## src/hdl/fbc_pkg.sv

```systemverilog
// Shared types and constants for the frustum box cull test.
// No dependencies; imported by every module of the block.
`timescale 1ns / 1ps
`default_nettype none

package fbc_pkg;

	// default number of frustum planes
	localparam int PLANE_COUNT_DEF = 6;

	// request codes
	localparam logic REQ_LOAD = 1'b0;
	localparam logic REQ_TEST = 1'b1;

	// number of pipeline registers from a test transfer to its result strobe
	localparam int RESULT_LATENCY = 6;

	// one stored plane: Q1.14 normal and Q.30 offset
	typedef struct packed {
		logic signed [15:0] nx;
		logic signed [15:0] ny;
		logic signed [15:0] nz;
		logic signed [47:0] off;
	} plane_t;

	// plane write request from the top level to the plane store
	typedef struct packed {
		logic               en;
		logic [2:0]         idx;
		plane_t             plane;
	} plane_wr_t;

endpackage

`default_nettype wire

```

## src/hdl/fbc_plane_regs.sv

```systemverilog
// Plane store: flip-flop array of frustum planes, written by load transfers.
// Depends on fbc_pkg.
`timescale 1ns / 1ps
`default_nettype none

module fbc_plane_regs
	import fbc_pkg::*;
#(
	parameter int PLANE_COUNT = PLANE_COUNT_DEF
) (
	input  wire logic      clk,
	input  wire logic      arst_n,
	input  wire plane_wr_t wr,
	output plane_t         planes [PLANE_COUNT]
);

	plane_t planes_q [PLANE_COUNT];

	// a load with an index beyond the store matches no entry and is dropped
	always_ff @(posedge clk or negedge arst_n) begin
		if (!arst_n) begin
			for (int p = 0; p < PLANE_COUNT; p++) begin
				planes_q[p] <= '0;
			end
		end else if (wr.en) begin
			for (int p = 0; p < PLANE_COUNT; p++) begin
				if (32'(wr.idx) == p) begin
					planes_q[p] <= wr.plane;
				end
			end
		end
	end

	assign planes = planes_q;

endmodule

`default_nettype wire

```

## config.mk

```make
export PLATFORM = sky130hd
export DESIGN_NAME = fbc_plane_regs
export DESIGN_NICKNAME = d
export VERILOG_FILES = /design/src/hdl/fbc_pkg.sv /design/src/hdl/fbc_plane_regs.sv
export SDC_FILE = /design/constraint.sdc
export NUM_CORES = 1
export LEC_CHECK = 0
export ABC_AREA = 1
export BUFFER_PORTS_ARGS = -buffer_cell sky130_fd_sc_hd__buf_4
export CORE_AREA = 3 3 262 264
export DETAILED_ROUTE_END_ITERATION = 10
export DIE_AREA = 0 0 265 267
export PLACE_DENSITY_LB_ADDON = 0.15
export SETUP_SLACK_MARGIN = 0.15
export SLEW_MARGIN = 20
export SYNTH_ARGS = -nofsm -noshare
export SYNTH_HDL_FRONTEND = slang
export SYNTH_SLANG_ARGS = --single-unit
```

## constraint.sdc

```tcl
create_clock -name clk -period 1.25 [get_ports clk]
set_clock_uncertainty 0.15 [all_clocks]
set_input_delay 0.1875 -clock clk [delete_from_list [all_inputs] [get_ports clk]]
set_output_delay 0.1875 -clock clk [all_outputs]
set_load 0.01 [all_outputs]
```

==> summary.md, run 1 <==
| Metric | Value |
|---|---|
| Syn Nets | `approximately 2,600` |
| Diodes inserted | `0` |
| Final setup vio count | `about 580` |
| CP arrival | `approximately 1.2 ns` |
| Fmax achieved | `around 660 MHz` |
| Final hold vios | `4` |
| Max reg flops | `~580` |
| R2R Setup Slk | `approximately 0.22 ns` |
| I/O pins | `approximately 680` |
| WL/cell | `approximately 21 microns` |
| CP Launch Type | `flop` |
| Adder-cell share of the synthesized area | `0%` |
| CTS root buf | `clkbuf_16` |
| Hold EP | `planes[511]` |
| Die height | `between 200 and 300 microns` |
| Final period util | `121%` |
| Antenna violations before repair | `0` |
| Worst r2r path cells | `4` |
| Hold path depth | `5` |
| Synth-to-layout area growth | `66.4%` |
| YS warnings | `0` |
| Main combinational cell family by area after synthesis | `simple AND/OR/NAND/NOR gates` |
| Die X | `about 270 microns` |
| Drt first pass iters | `5` |
| Mux contribution to synthesized area | `0%` |
| Post-synth top area share | `about two thirds` |
| Relative slew slack | `76.8%` |
| Violated checks | `negative hold slack, negative setup slack` |
| Final Max Tran Viols | `0` |
| Hold wc startpoint | `wr[97]` |
| CP top delay family | `flip-flops` |
| Synth Instances | `~2,500` |
| Combinational group share of total power | `roughly 30%` |
| WHS | `-0.0212 ns` |
| Initial DRC Count | `~1,500` |
| Worst R2R End | `planes[36]` |
| Fill count | `between 5,000 and 6,000` |
| CTS H-Tree Depth | `3` |
| Gp weighted congestion | `between 0.8 and 0.9` |
| Initial Util | `33.2%` |
| Hpwl dp | `around 64,000 microns` |
| Reg power frac | `between 30% and 40%` |
| Multi-input logic area | `between 7000 and 8000 sq um` |
| Die Area | `70,800 sq um` |
| DRT Wirelength | `between 90,000 and 100,000 microns` |
| Total negative slack | `-116.37 ns` |
| Worst Path Max Fanout | `2` |
| Drt drc | `0` |
| Clock transition at the registers of the reported paths | `approximately 0.06 ns` |
| Critical-path cell list | `buf_6` |
| Insertion delay to the later sink of the worst-skew pair | `roughly 0.57 ns` |
| RSZ-0062 raised after global routing | `true` |
| XOR/XNOR Fraction of Synth Area | `0%` |
| CP Buf/Inv Count | `1` |
| Core ar. | `roughly 67,000 sq um` |
| Mean area per synthesized cell | `slightly below 9 sq um` |
| First-pass GRT wire length | `138,000 microns` |
| Reg2Reg Launch Point | `planes[36]` |
| Total GRT Usage | `25.7%` |
| Global route total overflow | `0` |
| Pwr Density | `about 1700 nW/um^2` |
| CP Launch Point | `planes[140]` |
| Largest stage delay, worst path | `~0.43 ns` |
| FF+latch count, synth | `about 580` |
| VDD IR-drop max | `0.940 mV` |
| Total power | `approximately 64 mW` |
| Num CTS Buffers | `66` |
| Post-route ant nets | `0` |
| Internal Power | `44.6 mW` |
| Hold Path Class | `primary input to flop` |
| Share of layout cells above drive strength 1 | `roughly a third` |
| Max Cap Violations | `0` |
| Placed cells | `3,992` |
| Yosys top cell by area | `dfrtp_1` |
| Final Non-Filler Cells | `4,500` |
| Largest net degree at the start of global routing | `55` |
| Vias in the first global route | `~22,000` |
| Critical Path Sink Type | `primary output` |
| Port Buf Inserts | `~680` |
| Critical path type | `flop to primary output` |
| Vias per inst | `just under 5` |
| Slowest cell on the critical path | `dfrtp_1` |
| Synth Area in Compound Gates | `0%` |
| Leakage | `between 15 and 20 nW` |
| Clock power share | `a little under a third` |
| Setup ws final | `-0.264 ns` |
| Psw | `around 19 mW` |
| Nets | `between 3,000 and 4,000` |
| Reg area | `about 14,000 sq um` |
| Largest cells by area after synthesis | `dfrtp_1 (65%), nand2_1 (23%), nand3_1 (8.7%), buf_2 (1.5%), clkbuf_1 (1.2%)` |
| Register area share after synthesis | `65.0%` |
| Simple-Gate Fraction of Synth Area | `31.7%` |
| Worst EP required | `between 0.9 and 1 ns` |
| Distinct cells, synth | `10` |
| CTS tree | `done` |
| Vias | `between 20,000 and 25,000` |
| Switching share of power | `30.1%` |
| Outcome | `finished with violations` |
| Clk buf depth | `3` |
| Post-Syn Area | `roughly 22,000 sq um` |
| CTS Sinks | `between 500 and 600` |
| Worst-margin pin slew | `between 0.3 and 0.4 ns` |
| Rows | `95` |
| Min cycle time layout | `1.51 ns` |
## kinds of logic after synthesis
kind of cell	after synthesis
and+or+nand+nor	1744
buffers and inverters	169
DFF	576
## power by group through the flow
stage                     Clock [mW]  Sequential (mW)  Combinational [mW]
after floorplan                    0             25.9                3.27
after global placement             0             24.6                13.8
after detailed placement           0             24.7                14.0
after CTS                       20.1             25.0                17.9
after global routing            20.9             25.4                20.2
final                           19.7             25.1                18.9
## metal layers
metal / up-vias / track usage, % / wire (microns)
li1: 9984 / - / -
met1: 10700 / 31.0 / 36100
met2: 928 / 42.8 / 45300
met3: 181 / 8.24 / 8730
met4: 0 / 10.5 / 3810
met5: - / 0 / 0
## metrics by stage
| step | utilization (%) | worst slack [ns] | instance area (sq um) |
|---|---|---|---|
| floorplan | - | 0.0825 | 22500 |
| global placement | 43.9 | -0.152 | 29400 |
| detailed placement | 43.9 | -0.185 | 29400 |
| CTS | 53.9 | -0.316 | 36000 |
| global route | 55.2 | -0.310 | 36900 |
| finish | 55.2 | -0.264 | 36900 |
## synth_stat cells
library cell / instances
nor2_1: 3
inv_1: 3
clkbuf_1: 71
nand2_1: 1354
nand3_1: 384
inv_2: 3
buf_2: 68
buf_1: 24
nor2_2: 3
dfrtp_1: 576
## layout make-up
type                       count  area share (%)
tap                          873            2.96
sequential                   576            39.1
clock buffer                 100            5.24
clock inverter                18           0.736
inverter                       6          0.0882
timing repair buffer        1183            32.6
multi-input combinational   1744            19.3
## what timing repair did
action,in CTS,in global routing
endpoints found under the hold margin,1152,0
setup buffers,171,122
endpoints found under the setup margin,576,580
hold buffers,98,0
gates resized for setup,578,1
## worst reg2reg max path, stage by stage (launching register included)
cell and delay, ns:
dfrtp_1 0.40, buf_4 0.14, buf_4 0.12, nand2_1 0.06, nand2_1 0.06
## worst max-delay path by stage
stage                  endpoint  cells after the start
finish              planes[140]                      1
CTS                 planes[420]                      1
global route        planes[140]                      1
detailed placement  planes[455]                      7
floorplan           planes[558]                      8
global placement    planes[455]                      7
## cell usage in the layout (no fill, tap or decap)
master | synthesis | layout
clkbuf_16 | 0 | 68
clkinv_4 | 0 | 2
clkinv_2 | 0 | 7
clkinv_8 | 0 | 3
nand2_4 | 0 | 6
bufinv_16 | 0 | 5
buf_8 | 0 | 1
dfrtp_1 | 576 | 573
inv_1 | 3 | 2
inv_2 | 3 | 2
buf_12 | 0 | 59
dlygate4sd3_1 | 0 | 97
nand2_1 | 1354 | 1348
inv_16 | 0 | 1
inv_8 | 0 | 1
clkbuf_8 | 0 | 11
inv_4 | 0 | 1
dfrtp_2 | 0 | 3
buf_6 | 0 | 576
buf_4 | 0 | 450
clkbuf_1 | 71 | 21
nor2_4 | 0 | 6
nand3_1 | 384 | 384
No activity file was read; power rests on OpenSTA's default activity.
==> inputs of run 2 (changes only) <==
--- a/config.mk
+++ b/config.mk
@@ -7,10 +7,11 @@
 export LEC_CHECK = 0
 export ABC_AREA = 1
 export BUFFER_PORTS_ARGS = -buffer_cell sky130_fd_sc_hd__buf_4
-export CORE_AREA = 3 3 262 264
+export CORE_AREA = 3 3 263 265
 export DETAILED_ROUTE_END_ITERATION = 10
-export DIE_AREA = 0 0 265 267
+export DIE_AREA = 0 0 266 268
 export PLACE_DENSITY_LB_ADDON = 0.15
+export REMOVE_ABC_BUFFERS = 1
 export SETUP_SLACK_MARGIN = 0.15
 export SLEW_MARGIN = 20
 export SYNTH_ARGS = -nofsm -noshare
==> run 2 against run 1 <==
  * The run still ends with negative hold slack, negative setup slack left
  * Flip-flop and latch count stayed put
  * Register-to-register slack hardly changed
  * Global-route usage is 0.84 points lower
  * Cell count is 0.67% lower
  * Critical path type unchanged
  * Largest cell class unchanged
  * Largest power group unchanged
==> summary.md, run 2 (same netlist as run 1, synthesis figures left out) <==
| Metric | Value |
|---|---|
| Relative slew slack | `roughly three quarters` |
| Die height | `about 270 microns` |
| Final hold vios | `14` |
| Gp weighted congestion | `~0.83` |
| Vias | `21,600` |
| Min cycle time layout | `around 1.5 ns` |
| CP Buf/Inv Count | `1` |
| Die X | `around 270 microns` |
| Pwr Density | `1700 nW/um^2` |
| Worst EP required | `a little over 0.9 ns` |
| Insertion delay to the later sink of the worst-skew pair | `approximately 0.59 ns` |
| Setup ws final | `-0.245 ns` |
| Slowest cell on the critical path | `dfrtp_1` |
| First-pass GRT wire length | `~140,000 microns` |
| Hold Path Class | `primary input to asynchronous set/reset pin` |
| Clock transition at the registers of the reported paths | `around 0.060 ns` |
| Vias per inst | `slightly below 5` |
| Largest stage delay, worst path | `0.42 ns` |
| Hpwl dp | `60,400 microns` |
| Core ar. | `~67,000 sq um` |
| Antenna violations before repair | `1` |
| WHS | `-0.0842 ns` |
| Worst-margin pin slew | `about 0.36 ns` |
| I/O pins | `between 600 and 700` |
| Commonest non-fill, non-tap cell in the layout | `nand2_1` |
| Critical-path cell list | `buf_6` |
| Max Cap Violations | `0` |
| DRT Wirelength | `a little over 90,000 microns` |
| Outcome | `finished with violations` |
| CTS root buf | `clkbuf_16` |
| Post-route ant nets | `0` |
| Leakage | `between 15 and 20 nW` |
| Reg area | `14,400 sq um` |
| Worst R2R End | `planes[543]` |
| WL/cell | `slightly above 20 microns` |
| Die Area | `roughly 70,000 sq um` |
| Rows | `95` |
| Reg2Reg Launch Point | `planes[543]` |
| Drt drc | `0` |
| Final setup vio count | `576` |
| Critical Path Sink Type | `primary output` |
| Nets | `approximately 3,700` |
| Violated checks | `negative hold slack, negative setup slack` |
| Worst Path Max Fanout | `2` |
| CP Launch Point | `planes[565]` |
| Most frequent cells in the layout | `nand2_1 (1,348), buf_6 (576), dfrtp_1 (576)` |
| VDD IR-drop max | `about 1.1 mV` |
| Fin util | `between 50 and 60%` |
| Fmax achieved | `~670 MHz` |
| Port Buf Inserts | `between 600 and 700` |
| CTS Sinks | `576` |
| Total GRT Usage | `24.9%` |
| CP top delay family | `flip-flops` |
| Worst r2r path cells | `4` |
| Final Max Tran Viols | `0` |
| R2R Setup Slk | `0.21 ns` |
| Drt first pass iters | `6` |
| Clk buf depth | `3` |
| Critical path type | `flop to primary output` |
| CP Launch Type | `flop` |
| Num CTS Buffers | `67` |
| CP arrival | `1.16 ns` |
| Vias in the first global route | `21,600` |
| Fill count | `roughly 6,000` |
| Synth-to-layout area growth | `65.3%` |
| Initial Util | `33.1%` |
| RSZ-0062 raised after global routing | `true` |
| CTS H-Tree Depth | `3` |
| Multi-input logic area | `between 7000 and 8000 sq um` |
| Max reg flops | `approximately 580` |
| Final period util | `120%` |
| CTS tree | `done` |
| Global route total overflow | `0` |
| Initial DRC Count | `approximately 1,400` |
| Share of layout cells above drive strength 1 | `32.5%` |
| Total negative slack | `-113.24 ns` |
| Largest net degree at the start of global routing | `67` |
| CTS Hold Bufs | `98` |
## run 2: changes by cell type in the layout (fill, tap and decap cells not counted), moves of 2 or more
cell,delta
dfrtp_2,-3
bufinv_16,-5
buf_12,+6
buf_4,-34
clkbuf_16,+2
clkinv_4,-2
clkbuf_1,-2
diode_2,+2
dfrtp_1,+3
## run 2: stage by stage
step           instances  area [sq um]  worst slack, ns  power (mW)
3_5_place_dp        3989         29400           -0.292        38.5
5_1_grt             4469         36600           -0.291        65.2
4_1_cts             4323         35600           -0.292        61.5
3_3_place_gp        3989         29400           -0.293        38.3
6_report            4470         36600           -0.245        62.3
2_1_floorplan       2326         21500            -9.40        29.0
## run 2: cell type report
cell class                 count  area share [%]
inverter                       6          0.0683
timing repair buffer        1156            32.5
clock buffer                 101            5.43
clock inverter                12           0.273
sequential                   576            39.3
tap                          873            2.98
multi-input combinational   1744            19.4
antenna                        2          0.0137
## run 2: repair_timing
action,4_1_cts,5_1_grt
setup buffers,123,145
hold endpoints to repair,1152,13
cloned,0,0
resized for setup,576,0
pin swaps,0,1
endpoints found under the setup margin,576,577
## run 2: power by group
group          switching (mW)  internal [mW]
Clock                    7.84           11.0
Combinational            8.12           10.4
Sequential               2.78           22.2
Total                    18.7           43.6
## run 2: worst max-delay path by stage
| stage | end | slack [ns] | cells past startpoint |
|---|---|---|---|
| after global placement | planes[52] | -0.29 | 6 |
| after floorplan | planes[480] | -9.40 | 4 |
| after global routing | planes[344] | -0.29 | 1 |
| after CTS | planes[565] | -0.29 | 1 |
| final | planes[565] | -0.24 | 1 |
| after detailed placement | planes[26] | -0.29 | 6 |
## run 2: layer usage
layer  vias up  global-route usage, %  wire length (microns)
met5         -                      0                      0
met4         0                   9.50                   3500
met3       166                   6.40                   6680
met2       752                   42.2                  45100
met1     10700                   30.7                  36500
li1       9931                      -                      -
==> inputs of run 3 (changes only) <==
--- a/config.mk
+++ b/config.mk
@@ -7,9 +7,9 @@
 export LEC_CHECK = 0
 export ABC_AREA = 1
 export BUFFER_PORTS_ARGS = -buffer_cell sky130_fd_sc_hd__buf_4
-export CORE_AREA = 3 3 263 265
+export CORE_AREA = 3 3 259 261
 export DETAILED_ROUTE_END_ITERATION = 10
-export DIE_AREA = 0 0 266 268
+export DIE_AREA = 0 0 262 264
 export PLACE_DENSITY_LB_ADDON = 0.15
 export REMOVE_ABC_BUFFERS = 1
 export SETUP_SLACK_MARGIN = 0.15
==> constraint.sdc (replaced) <==
create_clock -name clk -period 1.2 [get_ports clk]
set_clock_uncertainty 0.15 [all_clocks]
set_input_delay 0.18 -clock clk [delete_from_list [all_inputs] [get_ports clk]]
set_output_delay 0.18 -clock clk [all_outputs]
set_load 0.01 [all_outputs]
==> run 3 against run 2 <==
  * The run ends with negative setup slack left
  * Die area is 3.0% lower
  * Sequential share of layout area down 0.43 points
  * Cell count is 0.60% higher
  * Flip-flop and latch count is the same
  * Hold slack improved by 0.097 ns
  * First-iteration DRC count grew 16%
  * Combinational power rose by 6%
  * Critical endpoint is now planes[0]
  * Highest routed layer unchanged
==> summary.md, run 3 (same netlist as run 1, synthesis figures left out) <==
| Metric | Value |
|---|---|
| Final Max Tran Viols | `0` |
| Outcome | `finished with violations` |
| CP Launch Point | `planes[0]` |
| Fmax achieved | `~660 MHz` |
| Post-route ant nets | `0` |
| Worst-margin pin slew | `~0.47 ns` |
| Most frequent cells in the layout | `nand2_1 (1,348), buf_6 (576), dfrtp_1 (575)` |
| Num CTS Buffers | `~60` |
| Vias in the first global route | `between 20,000 and 25,000` |
| Reg area | `14,400 sq um` |
| Worst Path Max Fanout | `2` |
| Die X | `~260 microns` |
| Setup ws final | `-0.326 ns` |
| Share of layout cells above drive strength 1 | `between 30 and 40%` |
| Vias | `around 22,000` |
| Rows | `93` |
| Max reg flops | `between 500 and 600` |
| Nets | `around 3,700` |
| Reg2Reg Launch Point | `planes[110]` |
| First-pass GRT wire length | `~140,000 microns` |
| Clock transition at the registers of the reported paths | `roughly 0.060 ns` |
| Violated checks | `negative setup slack` |
| Total GRT Usage | `roughly 25%` |
| WHS | `between 0.01 and 0.015 ns` |
| Largest net degree at the start of global routing | `between 80 and 90` |
| Worst EP required | `0.87 ns` |
| Commonest non-fill, non-tap cell in the layout | `nand2_1` |
| Total power | `about 66 mW` |
| Fin util | `roughly 57%` |
| Relative slew slack | `between 60 and 70%` |
| Multi-input logic area | `~7100 sq um` |
| Hpwl dp | `just over 60,000 microns` |
| Drt drc | `0` |
| CTS H-Tree Depth | `2` |
| Min cycle time layout | `~1.5 ns` |
| RSZ-0062 raised after global routing | `true` |
| Synth-to-layout area growth | `67.2%` |
| Hold Path Class | `primary input to asynchronous set/reset pin` |
| Critical-path cell list | `buf_6` |
| Fill count | `5,518` |
| Global route total overflow | `0` |
| Critical Path Sink Type | `primary output` |
| Core ar. | `~65,000 sq um` |
| CTS root buf | `clkbuf_16` |
| CP Buf/Inv Count | `1` |
| Final period util | `127%` |
| Gp weighted congestion | `0.842` |
| Critical path type | `flop to primary output` |
| Initial Util | `roughly 34%` |
| DRT Wirelength | `approximately 91,000 microns` |
| Die height | `264 microns` |
| Clk buf depth | `3` |
| Vias per inst | `4.84` |
| Total negative slack | `-156.87 ns` |
| Leakage | `20.1 nW` |
| CP arrival | `between 1 and 1.5 ns` |
| Port Buf Inserts | `677` |
| Pwr Density | `about 1800 nW/um^2` |
| CTS Sinks | `about 580` |
| Largest stage delay, worst path | `between 0.4 and 0.5 ns` |
| I/O pins | `678` |
| Max Cap Violations | `0` |
| Pre-CTS setup slack | `-0.311 ns` |
| Antenna violations before repair | `1` |
| WL/cell | `about 20 microns` |
| CP top delay family | `flip-flops` |
| CP Launch Type | `flop` |
| Die Area | `69,200 sq um` |
| Insertion delay to the later sink of the worst-skew pair | `a little over 0.6 ns` |
| Slowest cell on the critical path | `dfrtp_1` |
| Final hold vios | `0` |
| VDD IR-drop max | `1.62 mV` |
| CTS tree | `done` |
| Drt first pass iters | `8` |
| Final setup vio count | `576` |
| Initial DRC Count | `~1,600` |
[run 3: changes by cell type in the layout (fill, tap and decap cells not counted), sizes merged]
| cell | previous run | this run |
|---|---|---|
| buf | 1058 | 1099 |
| clkbuf | 101 | 79 |
| clkinv | 10 | 18 |
| dlygate4sd3 | 98 | 101 |
| clkinvlp | 1 | 7 |
| diode | 2 | 1 |
| bufinv | 0 | 10 |
[run 3: worst paths after layout]
path,to,slack (ns),cells past startpoint
worst max-delay path,planes[0],-0.33,1
worst min-delay path,planes[363],0.01,3
worst max register to register,planes[110],0.16,4
worst min register to register,planes[465],0.34,2
max in group asynchronous,planes[498],0.09,3
min in group clk,planes[377],0.02,5
[run 3: area by class of cell]
type | instances | area share (%)
Antenna cell | 1 | 0.00675
Clock buffer | 79 | 4.71
Clock inverter | 36 | 1.25
Inverter | 6 | 0.0675
Multi-Input combinational cell | 1744 | 19.2
Sequential cell | 576 | 38.9
Tap cell | 855 | 2.89
Timing Repair Buffer | 1200 | 33.0
[run 3: routing by layer]
layer / up-vias / routed length (microns) / global-route usage (%)
met5: - / 0 / 0
met4: 0 / 2870 / 7.57
met3: 152 / 7190 / 6.36
met2: 863 / 45400 / 43.3
met1: 10700 / 35900 / 31.8
li1: 10000 / - / -
[run 3: per-stage QoR]
step           std cells  instance area (sq um)
3_3_place_gp        3977                  29400
3_5_place_dp        3977                  29400
2_1_floorplan       2326                  21500
5_1_grt             4497                  37100
6_report            4497                  37100
4_1_cts             4348                  35900
[run 3: power breakdown]
part	total, mW	internal [mW]	switching, mW
sequential	26.0	23.1	2.91
combinational	19.7	11.1	8.54
clock	20.6	12.4	8.22
[run 3: tightest hold or removal path, stage by stage]
cell           delay [ns]
dlygate4sd3_1        0.56
buf_8                0.17
buf_12               0.19
[run 3: timing repair]
item / CTS / global route
endpoints found under the setup margin: 576 / 583
pin swaps: 0 / 0
hold endpoints to repair: 1152 / 7
resized for setup: 577 / 0
buffers inserted: 156 / 147
cloned: 0 / 0
hold buffers: 100 / 2
